--- src/rtl/egbr_ram.sv ---
// ---------------------------------------------------------------------------
// Generic RAM
// One write port and one read port with registered read data.
// ---------------------------------------------------------------------------
`default_nettype none

module egbr_ram #(
    parameter int WIDTH = 8,
    parameter int DEPTH = 16
) (
    input  wire logic                     i_clk,
    input  wire logic                     i_we,
    input  wire logic [$clog2(DEPTH)-1:0] i_waddr,
    input  wire logic [WIDTH-1:0]         i_wdata,
    input  wire logic [$clog2(DEPTH)-1:0] i_raddr,
    output logic      [WIDTH-1:0]         o_rdata
);

    logic [WIDTH-1:0] r_mem [DEPTH];

    // Write port.
    always_ff @(posedge i_clk) begin
        if (i_we) begin
            r_mem[i_waddr] <= i_wdata;
        end
    end

    // Registered read port.
    always_ff @(posedge i_clk) begin
        o_rdata <= r_mem[i_raddr];
    end

endmodule

`default_nettype wire

--- config.mk ---
export PLATFORM = sky130hd
export DESIGN_NAME = egbr_ram
export DESIGN_NICKNAME = d
export VERILOG_FILES = /design/src/rtl/egbr_ram.sv
export SDC_FILE = /design/constraint.sdc
export NUM_CORES = 1
export LEC_CHECK = 0
export BUFFER_PORTS_ARGS = -buffer_cell sky130_fd_sc_hd__buf_2
export CORE_AREA = 4 4 96 98
export CTS_BUF_LIST = sky130_fd_sc_hd__clkbuf_2
export DETAILED_ROUTE_END_ITERATION = 16
export DIE_AREA = 0 0 100 102
export HOLD_SLACK_MARGIN = 0.03
export PLACE_DENSITY = 0.83
export SLEW_MARGIN = 20
export SYNTH_ARGS = -nofsm -noshare
export SYNTH_HDL_FRONTEND = slang
export SYNTH_SLANG_ARGS = --single-unit
--- constraint.sdc ---
create_clock -name i_clk -period 2.5 [get_ports i_clk]
set_input_delay 0.5 -clock i_clk [delete_from_list [all_inputs] [get_ports i_clk]]
set_output_delay 0.5 -clock i_clk [all_outputs]
set_load 0.1 [all_outputs]
==> metrics.txt, run 1 <==
vias in the first global route 2491; FF+latch count, synth 136; drt wl/cell 23.25 um; Req. time, crit path 2.00 ns; clock sinks 136; root buf cell clkbuf_2; setup TNS 0 ns; Area Overhead vs Synth 10.89%; TritonCTS clock tree built; Crit-path slowest cell buf_2; Crit Path Category reg -> out; I/O pins 26; synth cell count leaders edfxtp_1, mux4_2, a22oi_1, mux4_1, nor2_1; number of distinct library cells after synthesis 19; PortBufs 25; initial antenna violation count 0; Final min period 1.962 ns; worst hold path class in -> reg; Post-CTS Setup Inserts 0; maximum clock frequency 509.6 MHz; Clock Skew 0.03716 ns; Primary FF master, synth edfxtp_1; ordered list of cells on the worst path buf_2; n_diodes 0; Rows 34; ANT nets after route 0; filler cell count 531; Leakage 1.931 nW; final hold vios 0; H-tree depth 4; Mapped Cells 229; Max FO, Critical Path 1; count leader, synth edfxtp_1; Finished Cell Area 0.005708 sq mm; Post-CTS Resized 0; cell taking the most area after synthesis edfxtp_1; Slew Limit Fails 0; WP data arrival 1.46 ns; GPL Wtd Cong 0.7310; GRT Resource Usage Total 20.43%; core area 0.008466 sq mm; mean cell area of the mapped netlist 22.48 sq um; fin nets 299; DR vias 2529; DRC 0; initial core utilization 60.80%; period utilization 78.49%; fin cells 402; FF/Latch Area 0.004004 sq mm; Syn Nets 247; post-DP HPWL 5.951 mm; Max-Cap Viols 0; CP delay by family, top buffers and inverters; max_slew headroom 51.98%; FFs w/ async S/R, synth 0%; slowest stage delay, CP 0.42 ns; dpl cells 370; placed cell area 0.005482 sq mm; number of vias per cell 6.291; Routed WL 9.345 mm; share of the yosys chip area belonging to registers 77.78%; clk buf depth 2; area of the multi-input gates 0.001057 sq mm; status finished clean; largest net degree at the start of global routing 33; layout cell share with drive strength beyond 1 31.97%; Syn. warnings 0; hold buffer count at CTS 0; die area 0.01020 sq mm; Netlist Area Pre-Place 0.005147 sq mm; drt initial violations 229; largest cells by area after synthesis edfxtp_1, mux4_2, mux4_1; Worst VDD drop 347.2 uV; overall power consumption 4.105 mW; unrepaired setup endpoints after global routing no; number of flops mapped to enable cells by yosys 128; global-route wire length before repair 14.61 mm; Yosys top cell area share 74.67%; Buffers & Inverters on Critical Path 1; die height 102 um; Least-Margin Pin Slew 0.7176 ns; critical path endpoint category output port; Clk pin slew, worst setup/hold paths 0.21 ns; critical path launch point type flip-flop; Final Util 67.43%; Die X-Extent 100 um; grt ovf 0; PwrDens 719.2 mW/mm^2; CTS buffer count 17; drt first pass iters 5; Clk Latency, worst-skew pair 0.66 ns; endpoints failing setup 0
worst paths after layout:
| check | slack [ns] | startpoint | cells after the start | end |
|---|---|---|---|---|
| max | 0.54 | o_rdata[1] | 1 | o_rdata[1] |
| min | 0.19 | i_wdata[1] | 1 | r_mem[11][1] |
| max reg2reg | 1.09 | r_mem[6][1] | 3 | o_rdata[1] |
| min reg2reg | 0.69 | r_mem[15][6] | 3 | o_rdata[6] |
cell usage in the layout, fill, tap and decap left out, drive strengths merged:
cell,Yosys,routed
clkinvlp,0,5
bufinv,0,2
mux4,32,32
clkbuf,0,19
dfxtp,8,8
nand2,9,9
and2b,1,1
buf,7,43
edfxtp,128,128
clkinv,0,6
or3b,1,1
a22oi,16,16
nor2b,1,1
nand3b,2,2
nor2,13,13
nor3,4,4
nand2b,2,2
nand3,1,1
and2,1,1
logic make-up after synthesis:
group / after synthesis / synth area share, %
and+or+nand+nor: 35 / 3.184
AOI/OAI and AO/OA: 16 / 2.334
muxes: 32 / 15.02
buffers and inverters: 10 / 1.677
DFF: 136 / 77.78
state kept, by name (all words and copies together) (netlist names):
name / cells
r_mem: 128
o_rdata: 8
metrics by stage:
| step | setup slack, ns | hold slack [ns] |
|---|---|---|
| finish | 0.5377 | 0.1916 |
| floorplan | 0.5071 | 0.5989 |
| global route | 0.4274 | 0.1272 |
| detailed placement | 0.5063 | 0.6573 |
| CTS | 0.4547 | 0.1442 |
| global placement | 0.5316 | 0.6479 |
layout make-up:
cell class	count	share of cell area [%]
clock inverter	13	2.302
clock buffer	19	1.666
tap	108	2.367
sequential	136	70.14
timing repair buffer	43	4.998
multi-input combinational	83	18.52
report_power, final:
group	switching, mW	internal [mW]	total, mW
clock network	0.755	0.454	1.21
logic	0.236	0.101	0.337
registers	0.0134	2.55	2.56
total	1.00	3.10	4.11
metal layers:
layer | global-route usage (%) | share of wire [%] | up-vias
li1 | - | - | 1080
met1 | 29.00 | 40 | 1278
met2 | 32.12 | 49 | 149
met3 | 4.573 | 8.8 | 22
met4 | 7.150 | 1.8 | 0
met5 | 0 | 0 | -
No activity file was read; power rests on OpenSTA's default activity.
==> inputs of run 2 (changes only) <==
- CORE_AREA: 4 4 96 98 -> 4 4 101 103
- DIE_AREA: 0 0 100 102 -> 0 0 105 107
- PLACE_DENSITY: 0.83 -> 0.79
- clock period: 2.5 -> 1.7 ns (I/O delays scaled with it)
==> metrics.txt, run 2 (synthesized netlist as in run 1, its figures left out) <==
status finished clean; die area 0.01124 sq mm; Critical path origin o_rdata[3]; critical path endpoint category output port; ordered list of cells on the worst path buf_4; maximum clock frequency 626.0 MHz; critical path launch point type flip-flop; initial core utilization 55.97%; drt initial violations 237; HP Start i_waddr[0]; Buffers & Inverters on Critical Path 1; endpoints failing setup 0; placed cell area 0.005575 sq mm; drt first pass iters 5; Clk Latency, worst-skew pair 0.63 ns; Req. time, crit path 1.36 ns; most frequent cells in the layout edfxtp_1, buf_4, mux4_2; pre-CTS worst setup slack -0.05656 ns; ANT nets after route 0; Final min period 1.598 ns; final hold vios 0; PortBufs 25; Leakage 2.012 nW; DRC 0; DR vias 2506; Slew Limit Fails 0; root buf cell clkbuf_2; vias in the first global route 2551; Clock Skew 0.02241 ns; H-tree depth 4; Top Registers r_mem (128), o_rdata (8); CTS buffer count 17; Post-CTS Setup Inserts 0; Area Overhead vs Synth 14.71%; Crit-path slowest cell dfxtp_1; global-route wire length before repair 14.78 mm; overall power consumption 5.942 mW; Rows 35; fin cells 421; initial antenna violation count 0; max FFs per register 128; Die X-Extent 105 um; dpl cells 381; WP data arrival 1.26 ns; number of vias per cell 5.952; Finished Cell Area 0.005904 sq mm; Least-Margin Pin Slew 0.7800 ns; period utilization 93.97%; CP delay by family, top flip-flops; I/O pins 26; largest net degree at the start of global routing 20; die height 107 um; GRT Resource Usage Total 18.13%; Max FO, Critical Path 1; worst hold path class in -> reg; layout cell share with drive strength beyond 1 32.90%; Worst VDD drop 570.6 uV; Crit Path Category reg -> out; Max-Cap Viols 0; Routed WL 9.461 mm; n_diodes 0; PnR worst setup slack 0.1024 ns; clk buf depth 2; Clk pin slew, worst setup/hold paths 0.22 ns; commonest non-fill, non-tap cell in the layout edfxtp_1; fin nets 315; RR Startpoint r_mem[1][2]; GPL Wtd Cong 0.7566; Biggest register r_mem; max_slew headroom 47.81%; slowest stage delay, CP 0.35 ns; unrepaired setup endpoints after global routing no; post-DP HPWL 6.263 mm; grt ovf 0; clock sinks 136; PwrDens 1006 mW/mm^2; TritonCTS clock tree built; core area 0.009196 sq mm; drt wl/cell 22.47 um
run 2: layer usage:
metal,vias up,track usage [%],routed length [um]
li1,1115,-,-
met1,1251,26.50,3907
met2,131,28.14,4664
met3,9,3.853,782
met4,0,5.061,106
met5,-,0,0
run 2: per-stage QoR:
| step | hold slack [ns] | utilization (%) | setup TNS (ns) |
|---|---|---|---|
| 6_report | 0.2619 | 64.20 | 0 |
| 5_1_grt | 0.2054 | 64.20 | 0 |
| 4_1_cts | 0.1935 | 63.96 | 0 |
| 3_5_place_dp | 0.6603 | 60.63 | -0.07949 |
| 3_3_place_gp | 0.6470 | 60.63 | -0.03662 |
| 2_1_floorplan | 0.4389 | - | 0 |
run 2: power by group:
| group | total, mW | internal [mW] | switching (mW) |
|---|---|---|---|
| clock | 1.62 | 0.404 | 1.21 |
| sequential | 3.77 | 3.74 | 0.0237 |
| combinational | 0.559 | 0.201 | 0.358 |
| total | 5.94 | 4.35 | 1.59 |
run 2: what timing repair did:
action / in CTS / in global routing
gates resized for setup: 8 / 6
endpoints found under the hold margin: 104 / 0
hold buffers: 8 / 0
endpoints found under the setup margin: 8 / 5
run 2: path summary, 6_finish.rpt:
check / end / slack [ns] / cells after the start
worst min-delay path: r_mem[4][6] / 0.26 / 3
worst min register to register: o_rdata[1] / 0.69 / 3
worst max register to register: o_rdata[2] / 0.33 / 3
worst max-delay path: o_rdata[3] / 0.10 / 1
run 2: cell type report:
type | instances | area [sq um]
Sequential cell | 136 | 4004
Fill cell | 611 | 3292
Multi-Input combinational cell | 83 | 1062
Timing Repair Buffer | 59 | 493.0
Tap cell | 111 | 138.9
Clock inverter | 15 | 121.4
Clock buffer | 17 | 85.08
==> inputs of run 3 (changes only) <==
- CORE_AREA: 4 4 101 103 -> 4 4 112 114
- DIE_AREA: 0 0 105 107 -> 0 0 116 118
- PLACE_DENSITY: 0.79 -> 0.66
==> metrics.txt, run 3 (synthesized netlist as in run 1, its figures left out) <==
n_diodes 0; die height 118 um; Crit-path slowest cell dfxtp_1; clk buf depth 2; Slew Limit Fails 0; endpoints failing setup 0; PortBufs 25; RR Startpoint r_mem[5][3]; Least-Margin Pin Slew 0.6068 ns; CP Depth 1; initial core utilization 45.08%; ANT nets after route 0; Clk pin slew, worst setup/hold paths 0.19 ns; commonest non-fill, non-tap cell in the layout edfxtp_1; Final Util 52.67%; DRC 0; filler cell count 903; GRT Resource Usage Total 15.52%; CP delay by family, top flip-flops; Finished Cell Area 0.006015 sq mm; core area 0.01142 sq mm; critical path endpoint category output port; Max-Cap Viols 0; Routed WL 9.832 mm; period utilization 93.47%; largest net degree at the start of global routing 33; Leakage 2.046 nW; root buf cell clkbuf_2; Worst Setup EP o_rdata[5]; most frequent cells in the layout edfxtp_1, buf_4, mux4_2, clkbuf_2, buf_2; unrepaired setup endpoints after global routing no; GPL Wtd Cong 0.7487; max FFs per register 128; status finished clean; Crit Path Category reg -> out; CTS buffer count 17; slowest stage delay, CP 0.38 ns; overall power consumption 6.416 mW; fin nets 315; Max FO, Critical Path 1; Die X-Extent 116 um; WP data arrival 1.25 ns; setup TNS 0 ns; initial antenna violation count 0; final hold vios 0; layout cell share with drive strength beyond 1 33.23%; Buffers & Inverters on Critical Path 1; PwrDens 1067 mW/mm^2; Critical path origin o_rdata[5]; I/O pins 26; worst hold path class in -> reg; setup slack, reg-to-reg 0.30 ns; Top Registers r_mem (128), o_rdata (8); vias in the first global route 2642; die area 0.01369 sq mm; H-tree depth 4; Clk Latency, worst-skew pair 0.64 ns; Final min period 1.589 ns; TritonCTS clock tree built; Worst VDD drop 676.4 uV; maximum clock frequency 629.3 MHz; grt ovf 0; critical path launch point type flip-flop; Clock Skew 0.02707 ns; Biggest register r_mem; DR vias 2463; drt initial violations 181; clock sinks 136; ordered list of cells on the worst path buf_6; pre-CTS worst setup slack -0.1632 ns; Rows 39; max_slew headroom 59.40%; Area Overhead vs Synth 16.84%; number of vias per cell 5.437; end of the worst register-to-register path o_rdata[3]; R2R cell count 3; drt first pass iters 4; global-route wire length before repair 15.32 mm; PnR worst setup slack 0.1110 ns; placed cell area 0.005590 sq mm; post-DP HPWL 6.312 mm; Req. time, crit path 1.36 ns; drt wl/cell 21.70 um
-- run 3: routing by layer --
metal / wire, um / share of wire, % / global-route usage (%)
met2: 4891 / 50 / 24.06
met3: 369 / 3.8 / 4.165
met4: 130 / 1.3 / 5.221
met1: 4440 / 45 / 21.31
met5: 0 / 0 / 0
-- run 3: how the worst min path moves through the flow --
stage,startpoint,to,cells after the start
global route,i_waddr[0],r_mem[0][0],3
global placement,r_mem[14][3],o_rdata[3],3
finish,i_waddr[0],r_mem[0][6],3
CTS,i_waddr[0],r_mem[0][6],3
floorplan,i_wdata[0],r_mem[0][0],0
detailed placement,r_mem[11][2],o_rdata[2],3
-- run 3: worst min-delay path, cell delays in order --
cell    delay (ns)
buf_2         0.17
nor3_2        0.06
buf_4         0.17
-- run 3: power by group --
| group | total (mW) | switching [mW] | internal [mW] |
|---|---|---|---|
| Sequential | 3.77 | 0.0291 | 3.74 |
| Clock | 2.07 | 1.12 | 0.953 |
| Combinational | 0.572 | 0.360 | 0.212 |
| Total | 6.42 | 1.51 | 4.91 |
-- run 3: what timing repair did --
action,4_1_cts,5_1_grt
setup endpoints to repair,8,8
pin swaps,0,0
resized for setup,12,11
hold endpoints to repair,114,0
hold buffers,8,0
buffers inserted,0,0
-- run 3: layout make-up --
class / instances / area, sq um / share of cell area, %
Clock inverter: 14 / 181.4 / 3.016
Timing Repair Buffer: 59 / 495.5 / 8.238
Tap cell: 143 / 178.9 / 2.975
Multi-Input combinational cell: 83 / 1062 / 17.66
Clock buffer: 18 / 90.09 / 1.498
Sequential cell: 136 / 4006 / 66.61
-- run 3: per-stage QoR --
step | hold WS [ns] | cells
2_1_floorplan | 0.4389 | 229
3_3_place_gp | 0.6517 | 413
3_5_place_dp | 0.6640 | 413
4_1_cts | 0.1926 | 453
5_1_grt | 0.1746 | 453
6_report | 0.2616 | 453
