==> src/rtl/egbr_pkg.sv <==
// ---------------------------------------------------------------------------
// Exp-Golomb bit reader package
// Shared operation codes, default sizes and the request/result types.
// ---------------------------------------------------------------------------
`default_nettype none

package egbr_pkg;

    // Default sizes for the top-level parameters.
    localparam int DEF_BUFFER_BYTES   = 8192;
    localparam int DEF_MAX_FIELD_BITS = 32;

    // Field widths fixed by the request and result formats.
    localparam int OP_W    = 3;
    localparam int COUNT_W = 6;
    localparam int VALUE_W = 33;
    localparam int ACC_W   = 32;

    // Operation codes.
    localparam logic [OP_W-1:0] OP_CLEAR  = 3'd0;
    localparam logic [OP_W-1:0] OP_APPEND = 3'd1;
    localparam logic [OP_W-1:0] OP_READ_U = 3'd2;
    localparam logic [OP_W-1:0] OP_READ_S = 3'd3;
    localparam logic [OP_W-1:0] OP_PEEK   = 3'd4;
    localparam logic [OP_W-1:0] OP_UE     = 3'd5;
    localparam logic [OP_W-1:0] OP_SE     = 3'd6;
    localparam logic [OP_W-1:0] OP_QUERY  = 3'd7;

    // One input request.
    typedef struct packed {
        logic [OP_W-1:0]    operation;
        logic [7:0]         data_byte;
        logic [COUNT_W-1:0] bit_count;
    } t_in_item;

    // One result.
    typedef struct packed {
        logic signed [VALUE_W-1:0] value;
        logic [COUNT_W-1:0]        bits_used;
        logic                      error;
    } t_out_item;

    // Command handed to the sequencer, with the bit count already clamped.
    typedef struct packed {
        logic [OP_W-1:0]    op;
        logic [COUNT_W-1:0] count;
    } t_cmd;

endpackage

`default_nettype wire

==> src/rtl/egbr_format.sv <==
// ---------------------------------------------------------------------------
// Exp-Golomb bit reader result formatter
// Turns the accumulated bits into the signed result value for each command.
// ---------------------------------------------------------------------------
`default_nettype none

module egbr_format
    import egbr_pkg::*;
(
    input  wire logic [OP_W-1:0]         i_op,
    input  wire logic [COUNT_W-1:0]      i_count,
    input  wire logic [ACC_W-1:0]        i_acc,
    input  wire logic                    i_long,
    output logic signed [VALUE_W-1:0]    o_value
);

    logic [VALUE_W-1:0] low_mask;
    logic [VALUE_W-1:0] top_bit;
    logic [VALUE_W-1:0] raw;
    logic [VALUE_W-1:0] mag;
    logic               negative;

    // Masks for sign extension of an n-bit field.
    always_comb begin
        raw      = {1'b0, i_acc};
        low_mask = (VALUE_W'(1) << i_count) - VALUE_W'(1);
        top_bit  = low_mask ^ (low_mask >> 1);
        negative = |(raw & top_bit);
        mag      = {2'b00, i_acc[ACC_W-1:1]};
    end

    // The accumulator holds the code number plus one for ue and se.
    always_comb begin
        case (i_op)
            OP_READ_U, OP_PEEK: begin
                o_value = raw;
            end
            OP_READ_S: begin
                o_value = negative ? (raw | ~low_mask) : raw;
            end
            OP_UE: begin
                o_value = i_long ? '0 : raw - VALUE_W'(1);
            end
            OP_SE: begin
                // An even code number plus one is odd, which gives a negative value.
                if (i_long) begin
                    o_value = '0;
                end else begin
                    o_value = i_acc[0] ? -mag : mag;
                end
            end
            OP_QUERY: begin
                o_value = {{(VALUE_W-1){1'b0}}, i_acc[0]};
            end
            default: begin
                o_value = '0;
            end
        endcase
    end

endmodule

`default_nettype wire

==> src/rtl/egbr_seq.sv <==
// ---------------------------------------------------------------------------
// Exp-Golomb bit reader sequencer
// Steps one bit per cycle through a shared shift unit, except while it fetches a buffer byte.
// ---------------------------------------------------------------------------
`default_nettype none

module egbr_seq
    import egbr_pkg::*;
#(
    parameter int BUFFER_BYTES   = DEF_BUFFER_BYTES,
    parameter int MAX_FIELD_BITS = DEF_MAX_FIELD_BITS,
    localparam int TOT_W = $clog2(BUFFER_BYTES + 1) + 3,
    localparam int AW    = $clog2(BUFFER_BYTES)
) (
    input  wire logic             i_clk,
    input  wire logic             i_rst_n,
    input  wire logic             i_start,
    input  wire t_cmd             i_cmd,
    input  wire logic             i_clear,
    input  wire logic [TOT_W-1:0] i_total,
    input  wire logic             i_found,
    input  wire logic [TOT_W-1:0] i_last_one,
    output logic                  o_busy,
    output logic [AW-1:0]         o_rd_addr,
    input  wire logic [7:0]       i_rd_data,
    output logic                  o_res_valid,
    input  wire logic             i_res_take,
    output t_out_item             o_res
);

    localparam int CUR_W = TOT_W + 1;
    localparam logic [CUR_W-1:0] POS_LIMIT = CUR_W'(8 * BUFFER_BYTES);
    localparam logic [COUNT_W-1:0] MAX_BITS = COUNT_W'(MAX_FIELD_BITS);

    localparam logic [1:0] S_IDLE = 2'd0;
    localparam logic [1:0] S_BIT  = 2'd1;
    localparam logic [1:0] S_LOAD = 2'd2;
    localparam logic [1:0] S_DONE = 2'd3;

    logic [1:0]         r_state, n_state;
    logic [TOT_W-1:0]   r_pos, n_pos;
    logic [CUR_W-1:0]   r_cur, n_cur;
    logic [7:0]         r_byte, n_byte;
    logic               r_byte_ok, n_byte_ok;
    logic [ACC_W-1:0]   r_acc, n_acc;
    logic [COUNT_W-1:0] r_cnt, n_cnt;
    logic [COUNT_W-1:0] r_zeros, n_zeros;
    logic [COUNT_W-1:0] r_n, n_n;
    logic [OP_W-1:0]    r_op, n_op;
    logic               r_suffix, n_suffix;
    logic               r_long, n_long;
    logic               r_err, n_err;

    logic               in_range;
    logic               bit_val;
    logic               is_fixed;
    logic               is_code;
    logic               q_err;
    logic               q_val;
    logic [COUNT_W-1:0] used;
    logic signed [VALUE_W-1:0] value;

    // Bit at the cursor: loaded data from the byte register, zero past the end.
    always_comb begin
        in_range = r_cur < {1'b0, i_total};
        bit_val  = in_range & r_byte[~r_cur[2:0]];
        is_fixed = (r_op == OP_READ_U) || (r_op == OP_READ_S) || (r_op == OP_PEEK);
        is_code  = (r_op == OP_UE) || (r_op == OP_SE);
        q_err    = (r_pos >= i_total) || !i_found;
        q_val    = !q_err && (r_pos < i_last_one);
    end

    // Sequencer and shared shift unit.
    always_comb begin
        n_state   = r_state;
        n_pos     = r_pos;
        n_cur     = r_cur;
        n_byte    = r_byte;
        n_byte_ok = r_byte_ok;
        n_acc     = r_acc;
        n_cnt     = r_cnt;
        n_zeros   = r_zeros;
        n_n       = r_n;
        n_op      = r_op;
        n_suffix  = r_suffix;
        n_long    = r_long;
        n_err     = r_err;

        case (r_state)
            S_IDLE: begin
                if (i_clear) begin
                    n_pos = '0;
                end else if (i_start) begin
                    n_op      = i_cmd.op;
                    n_n       = i_cmd.count;
                    n_cnt     = i_cmd.count;
                    n_cur     = {1'b0, r_pos};
                    n_byte_ok = 1'b0;
                    n_acc     = '0;
                    n_zeros   = '0;
                    n_suffix  = 1'b0;
                    n_long    = 1'b0;
                    n_err     = 1'b0;
                    if (i_cmd.op == OP_QUERY) begin
                        n_err   = q_err;
                        n_acc   = ACC_W'(q_val);
                        n_state = S_DONE;
                    end else if (i_cmd.op == OP_UE || i_cmd.op == OP_SE) begin
                        n_state = S_BIT;
                    end else if (i_cmd.count == '0) begin
                        n_state = S_DONE;
                    end else begin
                        n_state = S_BIT;
                    end
                end
            end
            S_BIT: begin
                if (in_range && !r_byte_ok) begin
                    // The read address is presented this cycle.
                    n_state = S_LOAD;
                end else begin
                    n_cur = r_cur + CUR_W'(1);
                    if (!in_range) begin
                        n_err = 1'b1;
                    end
                    if (r_cur[2:0] == 3'd7) begin
                        n_byte_ok = 1'b0;
                    end
                    if (is_fixed || r_suffix) begin
                        n_acc = {r_acc[ACC_W-2:0], bit_val};
                        n_cnt = r_cnt - COUNT_W'(1);
                        if (r_cnt == COUNT_W'(1)) begin
                            n_state = S_DONE;
                        end
                    end else if (!bit_val) begin
                        // Leading zero of the prefix.
                        n_zeros = r_zeros + COUNT_W'(1);
                        if (n_zeros == MAX_BITS) begin
                            n_long  = 1'b1;
                            n_state = S_DONE;
                        end
                    end else begin
                        // The one that ends the prefix leads the code number plus one.
                        n_acc    = ACC_W'(1);
                        n_suffix = 1'b1;
                        n_cnt    = r_zeros;
                        if (r_zeros == '0) begin
                            n_state = S_DONE;
                        end
                    end
                end
            end
            S_LOAD: begin
                n_byte    = i_rd_data;
                n_byte_ok = 1'b1;
                n_state   = S_BIT;
            end
            S_DONE: begin
                if (i_res_take) begin
                    if (is_fixed && r_op != OP_PEEK || is_code) begin
                        n_pos = (r_cur > POS_LIMIT) ? POS_LIMIT[TOT_W-1:0] : r_cur[TOT_W-1:0];
                    end
                    n_state = S_IDLE;
                end
            end
            default: begin
                n_state = S_IDLE;
            end
        endcase
    end

    // Control state.
    always_ff @(posedge i_clk) begin
        if (!i_rst_n) begin
            r_state <= S_IDLE;
            r_pos   <= '0;
        end else begin
            r_state <= n_state;
            r_pos   <= n_pos;
        end
    end

    // Working registers of the current command.
    always_ff @(posedge i_clk) begin
        r_cur     <= n_cur;
        r_byte    <= n_byte;
        r_byte_ok <= n_byte_ok;
        r_acc     <= n_acc;
        r_cnt     <= n_cnt;
        r_zeros   <= n_zeros;
        r_n       <= n_n;
        r_op      <= n_op;
        r_suffix  <= n_suffix;
        r_long    <= n_long;
        r_err     <= n_err;
    end

    // Bits taken from the position by the finished command.
    always_comb begin
        case (r_op)
            OP_READ_U, OP_READ_S: begin
                used = r_n;
            end
            OP_UE, OP_SE: begin
                used = r_long ? MAX_BITS : {r_zeros[COUNT_W-2:0], 1'b1};
            end
            default: begin
                used = '0;
            end
        endcase
    end

    egbr_format u_format (
        .i_op    (r_op),
        .i_count (r_n),
        .i_acc   (r_acc),
        .i_long  (r_long),
        .o_value (value)
    );

    assign o_busy          = (r_state != S_IDLE);
    assign o_rd_addr       = r_cur[AW+2:3];
    assign o_res_valid     = (r_state == S_DONE);
    assign o_res.value     = value;
    assign o_res.bits_used = used;
    assign o_res.error     = r_err || r_long;

endmodule

`default_nettype wire

==> config.mk <==
export PLATFORM = sky130hd
export DESIGN_NAME = egbr_seq
export DESIGN_NICKNAME = d
export VERILOG_FILES = /design/src/rtl/egbr_pkg.sv /design/src/rtl/egbr_format.sv /design/src/rtl/egbr_seq.sv
export SDC_FILE = /design/constraint.sdc
export NUM_CORES = 1
export LEC_CHECK = 0
export BUFFER_PORTS_ARGS = -buffer_cell sky130_fd_sc_hd__buf_2
export CAP_MARGIN = 15
export CORE_ASPECT_RATIO = 0.7
export CORE_MARGIN = 1.5
export CORE_UTILIZATION = 45
export DETAILED_ROUTE_END_ITERATION = 7
export HOLD_SLACK_MARGIN = 0.06
export SETUP_SLACK_MARGIN = 0.4
export SLEW_MARGIN = 30
export SYNTH_ARGS = -nofsm -noshare
export SYNTH_HDL_FRONTEND = slang
export SYNTH_SLANG_ARGS = --single-unit
==> constraint.sdc <==
create_clock -name i_clk -period 5.4 [get_ports i_clk]
set_input_delay 0 -clock i_clk [delete_from_list [all_inputs] [get_ports i_clk]]
set_output_delay 0 -clock i_clk [all_outputs]
set_load 0.1 [all_outputs]
==> flow_summary_export.csv, run 1 <==
group,metric,value,unit
worst_setup_path,cp.buffers_inverters,5,
clock_tree,tritoncts,"done",
synth,synth_top_area_cell,"edfxtp_1",
worst_setup_path,crit_fanout,29,
cells_and_area,drive_gt1_share,15.66,%
floorplan,num_rows,44,
power_and_ir_drop,power_frac_seq,37.9,%
clock_tree,clock_latency,0.36,ns
timing,skew,0.008944,ns
synth,synth_edf_count,83,
timing,tightest_slew,0.9510,ns
grt,grt_overflow,0,
worst_setup_path,crit_slowest_cell,"edfxtp_1",
synth,yosysTopAreaCellShare,26.30,%
synth,async_flop_share,0,%
hold_path,hold_class,"input pin to flip-flop",
grt,track_usage,31.29,%
cells_and_area,syn_to_final_growth,15.26,%
synth,synth_area_per_cell,7.964,µm²
detailed_routing,via_per_inst,6.228,
floorplan,die_w,176.5,µm
detailed_routing,dr.first_iter.drc_count,1144,
timing,max_clock_freq,211.2,MHz
timing,drv_slew,0,
timing,tns,0,ns
floorplan,die_h,124.4,µm
grt,grt-busiest-layer,"met1",
clock_tree,cts_buffer_depth,2,
synth,ys_types,82,
synth,synth_nets,1306,
run,maxCapViolations,0,
clock_tree,cts-root-buf,"clkbuf_16",
cells_and_area,antennaDiodeCount,0,
grt,grtUsageMet3,8.516,%
synth,synth_common_cells,"o21ai_0, nand2_1, edfxtp_1, nor2_1, clkbuf_1",
clock_tree,clock_sinks,102,
worst_setup_path,crit_family,"compound AO/OA/AOI/OAI gates",
cells_and_area,fill_cells,2019,
synth,synth_cells,1190,
cells_and_area,post-route-util,52.77,%
detailed_routing,drt_pass1_iterations,6,
placed_design,io_buffer_count,111,
power_and_ir_drop,p_sw_share,44.60,%
timing,rsz0062_at_grt,"false",
worst_setup_path,start_kind,"flip-flop",
detailed_routing,routed_wl,34.25,mm
timing,relSlewSlack,36.02,%
power_and_ir_drop,p_clk_share,22.2,%
timing,period_share,87.67,%
timing,setup_viol,0,
power_and_ir_drop,power_switching,1.315,mW
floorplan,ios,112,
worst_setup_path,worstPathArrival,4.73,ns
floorplan,fp.dieArea,21950,µm²
cells_and_area,finalNetCount,1375,
power_and_ir_drop,powerDensity,269.9,nW/µm²
grt,antenna_found_initial,0,
detailed_routing,ant_nets,0,
power_and_ir_drop,p_leak,4.271,nW
floorplan,initial_core_util,45.78,%
worst_setup_path,crit_type,"flip-flop to output port",
synth,yosys.cell_count.top_type,"o21ai_0",
synth,synthFlopType,"edfxtp_1",
power_and_ir_drop,p_int,1.633,mW
grt,grtUsageMet2,39.72,%
clock_tree,clk_pin_slew_worst_paths,0.07,ns
worst_setup_path,path_common_cell,"buf_4",
timing,hold_violations,0,
synth,yosys_warnings,0,
synth,ys_top_cells_by_area,"edfxtp_1, ha_1, o21ai_0",
floorplan,fp.coreArea,20700,µm²
grt,use_met1,50.69,%
worst_setup_path,slowest_delay,0.52,ns
power_and_ir_drop,ir_worst_vdd,163.3,µV
worst_setup_path,worstPathCellList,"nor4_4 -> nand2_1 -> ha_1 -> buf_4 -> nor4b_1 -> o21bai_1 -> a222oi_1 -> buf_4 -> buf_4 -> a22o_1 -> a211oi_1 -> nand4_1 -> o31ai_4 -> buf_6 -> o21ai_0 -> buf_2",
synth,synth_area,9477,µm²
detailed_routing,post-route-drc-count,0,
timing,fin_crit,4.734,ns
worst_setup_path,cp-end-kind,"output port",
detailed_routing,route.vias.total,9591,
synth,synth_seq_area_share,30.31,%
grt,grt_pass1_vias,8656,
placed_design,dp_hpwl,26.15,mm
outcome,status,"complete, no violations",
grt,grt_pass1_wl,52.25,mm
detailed_routing,post_drt_wl_per_cell,22.24,µm
clock_tree,cts.htree.levels,3,
power_and_ir_drop,power_frac_comb,40.0,%
placed_design,gp_congestion,1.019,
synth,ys_seq_elements,102,
grt,grt_max_degree,56,
worst_setup_path,worstPathRequired,5.40,ns
clock_tree,numCtsBuffers,9,
-- metrics by stage --
step / worst slack (ns) / hold WS (ns) / total power [mW] / cells / instance area (µm²)
2_1_floorplan: 0.3412 / 0.09887 / 1.935 / 1190 / 9489
3_3_place_gp: 0.9664 / 0.1820 / 2.267 / 1500 / 10360
3_5_place_dp: 0.7542 / 0.1781 / 2.269 / 1500 / 10370
4_1_cts: 0.4984 / 0.06137 / 2.936 / 1534 / 10860
5_1_grt: 0.4313 / 0.09541 / 3.073 / 1540 / 10920
6_report: 0.6658 / 0.08011 / 2.948 / 1540 / 10920
-- power groups by stage --
stage                     combinational, mW  sequential (mW)  clock, mW
after global routing                   1.25             1.13      0.693
after detailed placement               1.14             1.13          0
after CTS                              1.16             1.11      0.668
after global placement                 1.14             1.13          0
final                                  1.18             1.12      0.653
after floorplan                       0.912             1.02          0
-- worst register-to-register path, cell delays in order, from the launching register on --
cell,delay [ns]
edfxtp_1,0.54
ha_1,0.36
a21o_1,0.18
a31oi_1,0.13
o21ai_0,0.24
a21oi_1,0.28
a21oi_1,0.11
or3_1,0.41
a21oi_1,0.53
inv_1,0.57
-- flip-flops by register name (all words and copies together), names as in the netlist --
| name | flops |
|---|---|
| r_pos | 17 |
| r_acc | 32 |
| r_state | 2 |
| r_byte_ok | 1 |
| r_op | 3 |
| r_n | 6 |
| r_long | 1 |
| r_err | 1 |
| r_zeros | 6 |
| r_cnt | 6 |
| r_cur | 18 |
| r_suffix | 1 |
| r_byte | 8 |
-- cells by family after synthesis --
logic type      Yosys count  share of synthesized area [%]
fa+ha+maj                59                          7.790
simple gates            451                          24.52
compound gates          345                          23.32
flops                   102                          30.31
xor+xnor                 60                          5.545
mux                       9                          1.228
buf+inv                 164                          7.288
-- repair_timing --
item | 4_1_cts | 5_1_grt
pin swaps | 0 | 2
buffers inserted | 0 | 6
cloned | 0 | 0
endpoints found under the hold margin | 24 | 0
setup endpoints to repair | 17 | 32
hold buffers | 18 | 0
resized for setup | 2 | 5
-- layout make-up --
cell class / instances / area (µm²) / area share [%]
Inverter: 59 / 225.2 / 2.062
Clock inverter: 5 / 40.04 / 0.3666
Sequential cell: 102 / 2873 / 26.30
Multi-Input combinational cell: 924 / 5996 / 54.89
Tap cell: 276 / 345.3 / 3.162
Clock buffer: 11 / 254.0 / 2.325
Timing Repair Buffer: 163 / 1190 / 10.89
-- placed cells by master (no fill, tap or decap), types with 33 or more instances in the layout --
cell type and n:
nand2_1 107, inv_1 58, nor2_1 80, buf_4 33
nor3_1 43, xnor2_1 36, nand3_1 33, nor2b_1 34
and2_1 33, a21oi_1 67, ha_1 59, o21ai_0 109
buf_2 98, edfxtp_1 83
-- final timing paths --
path | endpoint | from | slack, ns | cells after the start
min | r_pos[8] | i_rst_n | 0.08 | 2
max reg2reg | r_cur[1] | r_cur[2] | 1.65 | 9
min reg2reg | r_state[0] | r_state[1] | 0.56 | 2
max | o_res[25] | r_n[1] | 0.67 | 16
-- per-layer routing --
layer / vias to the layer above / share of wire, %
met2: 494 / 38
met3: 45 / 12
met1: 4542 / 49
li1: 4510 / -
met5: - / 0
met4: 0 / 1.7
Power figures use the tool's default switching activity.
==> run 2, diff against run 1 <==
CORE_MARGIN = 5   (was 1.5)
==> flow_summary_export.csv, run 2 (synthesis gave the netlist of run 1 again) <==
group,metric,value,unit
detailed_routing,dr.first_iter.drc_count,1244,
grt,grt_overflow,0,
power_and_ir_drop,p_total,2.899,mW
power_and_ir_drop,p_leak,4.208,nW
worst_setup_path,worstPathCellList,"nor2_1 -> nand3_1 -> ha_2 -> clkinv_1 -> buf_4 -> nor3_1 -> a222oi_1 -> buf_4 -> a22o_1 -> a211oi_1 -> nand4_1 -> o31ai_4 -> buf_12 -> o221ai_1 -> buf_2",
clock_tree,cts_buffer_depth,2,
worst_setup_path,worstPathArrival,4.77,ns
power_and_ir_drop,p_clk_share,22.3,%
floorplan,fp.dieArea,24110,µm²
worst_setup_path,worstPathRequired,5.40,ns
floorplan,fp.coreArea,20700,µm²
outcome,status,"complete, no violations",
power_and_ir_drop,ir_worst_vdd,225.9,µV
cells_and_area,syn_to_final_growth,13.06,%
placed_design,dp_hpwl,25.85,mm
detailed_routing,via_per_inst,6.254,
worst_setup_path,start_kind,"flip-flop",
timing,period_share,88.26,%
detailed_routing,routed_wl,33.74,mm
clock_tree,clk_pin_slew_worst_paths,0.07,ns
worst_setup_path,crit_type,"flip-flop to output port",
power_and_ir_drop,powerDensity,270.6,nW/µm²
cells_and_area,largest_register,"r_acc",
cells_and_area,design_area,10710,µm²
detailed_routing,post_drt_wl_per_cell,21.98,µm
grt,grt_pass1_wl,51.98,mm
worst_setup_path,crit_fanout,26,
clock_tree,numCtsBuffers,9,
run,maxCapViolations,0,
worst_setup_path,cp-end-kind,"output port",
cells_and_area,finalNetCount,1370,
timing,max_clock_freq,209.8,MHz
grt,grt_max_degree,55,
hold_path,hold_class,"input pin to flip-flop",
worst_setup_path,crit_family,"compound AO/OA/AOI/OAI gates",
worst_setup_path,r2r_setup_slack,1.66,ns
clock_tree,clock_sinks,102,
cells_and_area,largest_reg_flops,32,
cells_and_area,drive_gt1_share,15.01,%
power_and_ir_drop,power_frac_seq,38.4,%
timing,drv_slew,0,
power_and_ir_drop,power_switching,1.296,mW
timing,skew,0.01032,ns
clock_tree,cts-root-buf,"clkbuf_16",
placed_design,io_buffer_count,111,
detailed_routing,drt_pass1_iterations,7,
clock_tree,cts.htree.levels,3,
cells_and_area,mostFrequentLayoutCells,"o21ai_0, buf_2, nand2_1",
worst_setup_path,cp.buffers_inverters,5,
cells_and_area,post-route-util,51.76,%
detailed_routing,ant_nets,0,
worst_setup_path,crit_start,"r_n[2]",
placed_design,gp_congestion,1.032,
cells_and_area,fill_cells,2053,
worst_setup_path,path_common_cell,"buf_4",
hold_path,hp-start,"i_rst_n",
floorplan,num_rows,44,
timing,tns,0,ns
floorplan,die_w,183.5,µm
power_and_ir_drop,power_frac_comb,39.3,%
clock_tree,tritoncts,"done",
floorplan,die_h,131.4,µm
grt,track_usage,27.29,%
timing,hold_violations,0,
cells_and_area,reg_top3,"r_acc x32, r_cur x18, r_pos x17",
detailed_routing,post-route-drc-count,0,
worst_setup_path,slowest_delay,0.72,ns
worst_setup_path,crit_slowest_cell,"edfxtp_1",
timing,fin_crit,4.766,ns
placed_design,dpl-instance-area,10200,µm²
power_and_ir_drop,p_int,1.603,mW
timing,hold_slack,0.1112,ns
worst_setup_path,timing.rr.start,"r_cur[2]",
grt,grt_pass1_vias,8591,
power_and_ir_drop,p_sw_share,44.70,%
clock_tree,clock_latency,0.35,ns
timing,rsz0062_at_grt,"false",
timing,relSlewSlack,29.69,%
detailed_routing,route.vias.total,9600,
grt,antenna_found_initial,0,
timing,tightest_slew,1.047,ns
cells_and_area,antennaDiodeCount,0,
floorplan,ios,112,
timing,setup_viol,0,
floorplan,initial_core_util,45.78,%
## run 2: cell count changes in the layout (fill, tap and decap cells not counted), sizes merged
cell | previous run | this run
buf | 145 | 139
clkbuf | 11 | 12
clkinv | 4 | 3
inv | 59 | 60
## run 2: power by group through the flow
stage	combinational [mW]	clock [mW]	sequential (mW)
after floorplan	0.912	0	1.02
after global placement	1.10	0	1.12
after detailed placement	1.10	0	1.12
after CTS	1.12	0.660	1.11
after global routing	1.21	0.693	1.12
final	1.14	0.647	1.11
## run 2: metal layers
metal | vias to the layer above | track usage (%) | part of all wire [%]
li1 | 4498 | - | -
met1 | 4514 | 44.80 | 49
met2 | 546 | 34.66 | 38
met3 | 42 | 8.674 | 12
met4 | 0 | 4.012 | 1.1
met5 | - | 0 | 0
## run 2: stage by stage
step,std cells,worst slack [ns]
floorplan,1190,0.3412
global placement,1500,0.9967
detailed placement,1500,0.9203
CTS,1534,0.5281
global route,1535,0.4110
finish,1535,0.6342
## run 2: worst paths after layout
path / to / cells past startpoint
hold reg to reg: r_state[0] / 2
setup reg to reg: r_cur[3] / 9
hold / removal: r_pos[8] / 2
setup / recovery: o_res[39] / 15
## run 2: cell type report
class,instances,area (µm²),share of cell area [%]
Multi-Input combinational cell,924,5968,55.70
Sequential cell,102,2873,26.81
Timing Repair Buffer,158,1013,9.459
Tap cell,276,345.3,3.223
Clock buffer,11,254.0,2.371
Inverter,59,221.5,2.067
Clock inverter,5,38.79,0.3620
## run 2: repair_timing
action / 4_1_cts / 5_1_grt
hold buffers: 18 / 0
gates resized for setup: 0 / 2
setup endpoints to repair: 0 / 32
buffers inserted: 0 / 0
hold endpoints to repair: 24 / 0
==> run 3, diff against run 2 <==
ABC_CLOCK_PERIOD_IN_PS = 5400   (was default)
CORE_UTILIZATION = 50   (was 45)
PLACE_DENSITY = 0.7   (was default)
==> flow_summary_export.csv, run 3 (synthesis gave the netlist of run 1 again) <==
group,metric,value,unit
cells_and_area,design_area,10730,µm²
cells_and_area,final_cells,1496,
power_and_ir_drop,powerDensity,271.2,nW/µm²
cells_and_area,mostFrequentLayoutCells,"o21ai_0, nand2_1, buf_2",
power_and_ir_drop,power_frac_seq,38.7,%
timing,fin_crit,4.658,ns
timing,skew,0.01159,ns
detailed_routing,route.vias.total,9670,
worst_setup_path,crit_family,"simple AND/OR/NAND/NOR gates",
floorplan,ios,112,
timing,setup_viol,0,
power_and_ir_drop,power_switching,1.305,mW
grt,grt_pass1_wl,51.57,mm
worst_setup_path,crit_fanout,31,
power_and_ir_drop,p_int,1.604,mW
placed_design,dp_hpwl,25.17,mm
grt,grt_overflow,0,
cells_and_area,post-route-util,57.18,%
timing,tightest_slew,0.9413,ns
floorplan,die_w,174.5,µm
detailed_routing,dr.first_iter.drc_count,1413,
worst_setup_path,worstPathCellList,"nor2_1 -> nand3_1 -> ha_1 -> clkinv_1 -> nor3_1 -> a222oi_1 -> a22o_1 -> a211oi_1 -> nand4_1 -> o31ai_4 -> buf_4 -> o21ai_0 -> buf_2",
detailed_routing,routed_wl,33.32,mm
detailed_routing,ant_nets,0,
placed_design,io_buffer_count,111,
worst_setup_path,worstPathRequired,5.40,ns
floorplan,fp.coreArea,18760,µm²
placed_design,gp_congestion,1.050,
clock_tree,numCtsBuffers,9,
cells_and_area,largest_reg_flops,32,
run,maxCapViolations,0,
cells_and_area,drive_gt1_share,14.91,%
cells_and_area,finalNetCount,1365,
timing,hold_violations,0,
clock_tree,tritoncts,"done",
power_and_ir_drop,ir_worst_vdd,183.0,µV
worst_setup_path,crit_type,"flip-flop to output port",
timing,drv_slew,0,
floorplan,die_h,125.2,µm
floorplan,fp.dieArea,21850,µm²
worst_setup_path,crit_slowest_cell,"edfxtp_1",
grt,grt_max_degree,55,
power_and_ir_drop,p_leak,4.210,nW
grt,antenna_found_initial,1,
worst_setup_path,slowest_delay,0.63,ns
placed_design,dpl-instance-area,10220,µm²
clock_tree,clk_pin_slew_worst_paths,0.07,ns
worst_setup_path,start_kind,"flip-flop",
placed_design,dp.cells,1460,
grt,grt_pass1_vias,8800,
cells_and_area,final_common_cell,"o21ai_0",
grt,track_usage,29.68,%
timing,tns,0,ns
cells_and_area,fill_cells,1764,
detailed_routing,via_per_inst,6.464,
detailed_routing,drt_pass1_iterations,5,
power_and_ir_drop,p_sw_share,44.88,%
clock_tree,cts.htree.levels,3,
timing,rsz0062_at_grt,"false",
worst_setup_path,worstPathArrival,4.66,ns
outcome,status,"complete, no violations",
cells_and_area,largest_register,"r_acc",
power_and_ir_drop,p_total,2.909,mW
clock_tree,cts-root-buf,"clkbuf_16",
timing,relSlewSlack,36.67,%
cells_and_area,reg_top3,"r_acc x32, r_cur x18, r_pos x17",
cells_and_area,syn_to_final_growth,13.20,%
detailed_routing,post_drt_wl_per_cell,22.27,µm
clock_tree,cts_buffer_depth,2,
timing,period_share,86.26,%
clock_tree,clock_latency,0.35,ns
cells_and_area,antennaDiodeCount,0,
detailed_routing,post-route-drc-count,0,
clock_tree,clock_sinks,102,
hold_path,hold_class,"input pin to flip-flop",
floorplan,initial_core_util,50.51,%
power_and_ir_drop,p_clk_share,22.2,%
worst_setup_path,cp.buffers_inverters,3,
timing,max_clock_freq,214.7,MHz
worst_setup_path,cp-end-kind,"output port",
power_and_ir_drop,power_frac_comb,39.1,%
floorplan,num_rows,42,
## run 3: worst register-to-register path, delay by kind of cell (launching register included)
| kind | cells | cell delay [ns] |
|---|---|---|
| adders and majority gates | 1 | 0.38 |
| DFF | 1 | 0.55 |
| buffers and inverters | 1 | 0.56 |
| and+or+nand+nor | 1 | 0.42 |
| AOI/OAI and AO/OA | 6 | 1.47 |
## run 3: path summary, 6_finish.rpt
path,start,endpoint,slack (ns),cells after the start
worst max-delay path,r_n[1],o_res[27],0.74,13
worst min-delay path,i_rst_n,r_pos[8],0.11,2
worst max register to register,r_cur[8],r_cur[1],1.62,9
worst min register to register,r_state[1],r_state[0],0.55,2
## run 3: per-stage QoR
stage                     worst slack [ns]  hold WS, ns
after floorplan                     0.3412      0.09887
after global placement               1.055       0.1819
after detailed placement             1.008       0.1786
after CTS                           0.6358      0.09452
after global routing                0.4546       0.1139
final                               0.7421       0.1084
## run 3: power groups by stage
stage                     registers [mW]  clock network (mW)  logic, mW
after CTS                           1.11               0.659       1.12
after global placement              1.13                   0       1.10
after detailed placement            1.13                   0       1.11
final                               1.12               0.647       1.14
after floorplan                     1.02                   0      0.912
after global routing                1.13               0.692       1.21
## run 3: what timing repair did
action,CTS,global route
endpoints found under the hold margin,24,0
setup endpoints to repair,0,31
hold buffers,18,0
resized for setup,0,2
setup buffers,0,2
## run 3: final cells by class
type	count	area [µm²]	share of cell area, %
inverters	59	221.5	2.064
multi-input cells	924	5991	55.84
clock buffers	10	239.0	2.228
flip-flops and latches	102	2873	26.78
repair buffers	153	1051	9.797
well taps	242	302.8	2.822
clock inverters	6	50.05	0.4665
## run 3: per-layer routing
layer / share of wire, % / routed length (µm) / vias to the layer above / GRT usage [%]
li1: - / - / 4480 / -
met1: 46 / 15200 / 4567 / 46.31
met2: 39 / 13040 / 576 / 39.06
met3: 13 / 4468 / 47 / 10.11
met4: 1.8 / 616 / 0 / 6.556
met5: 0 / 0 / - / 0
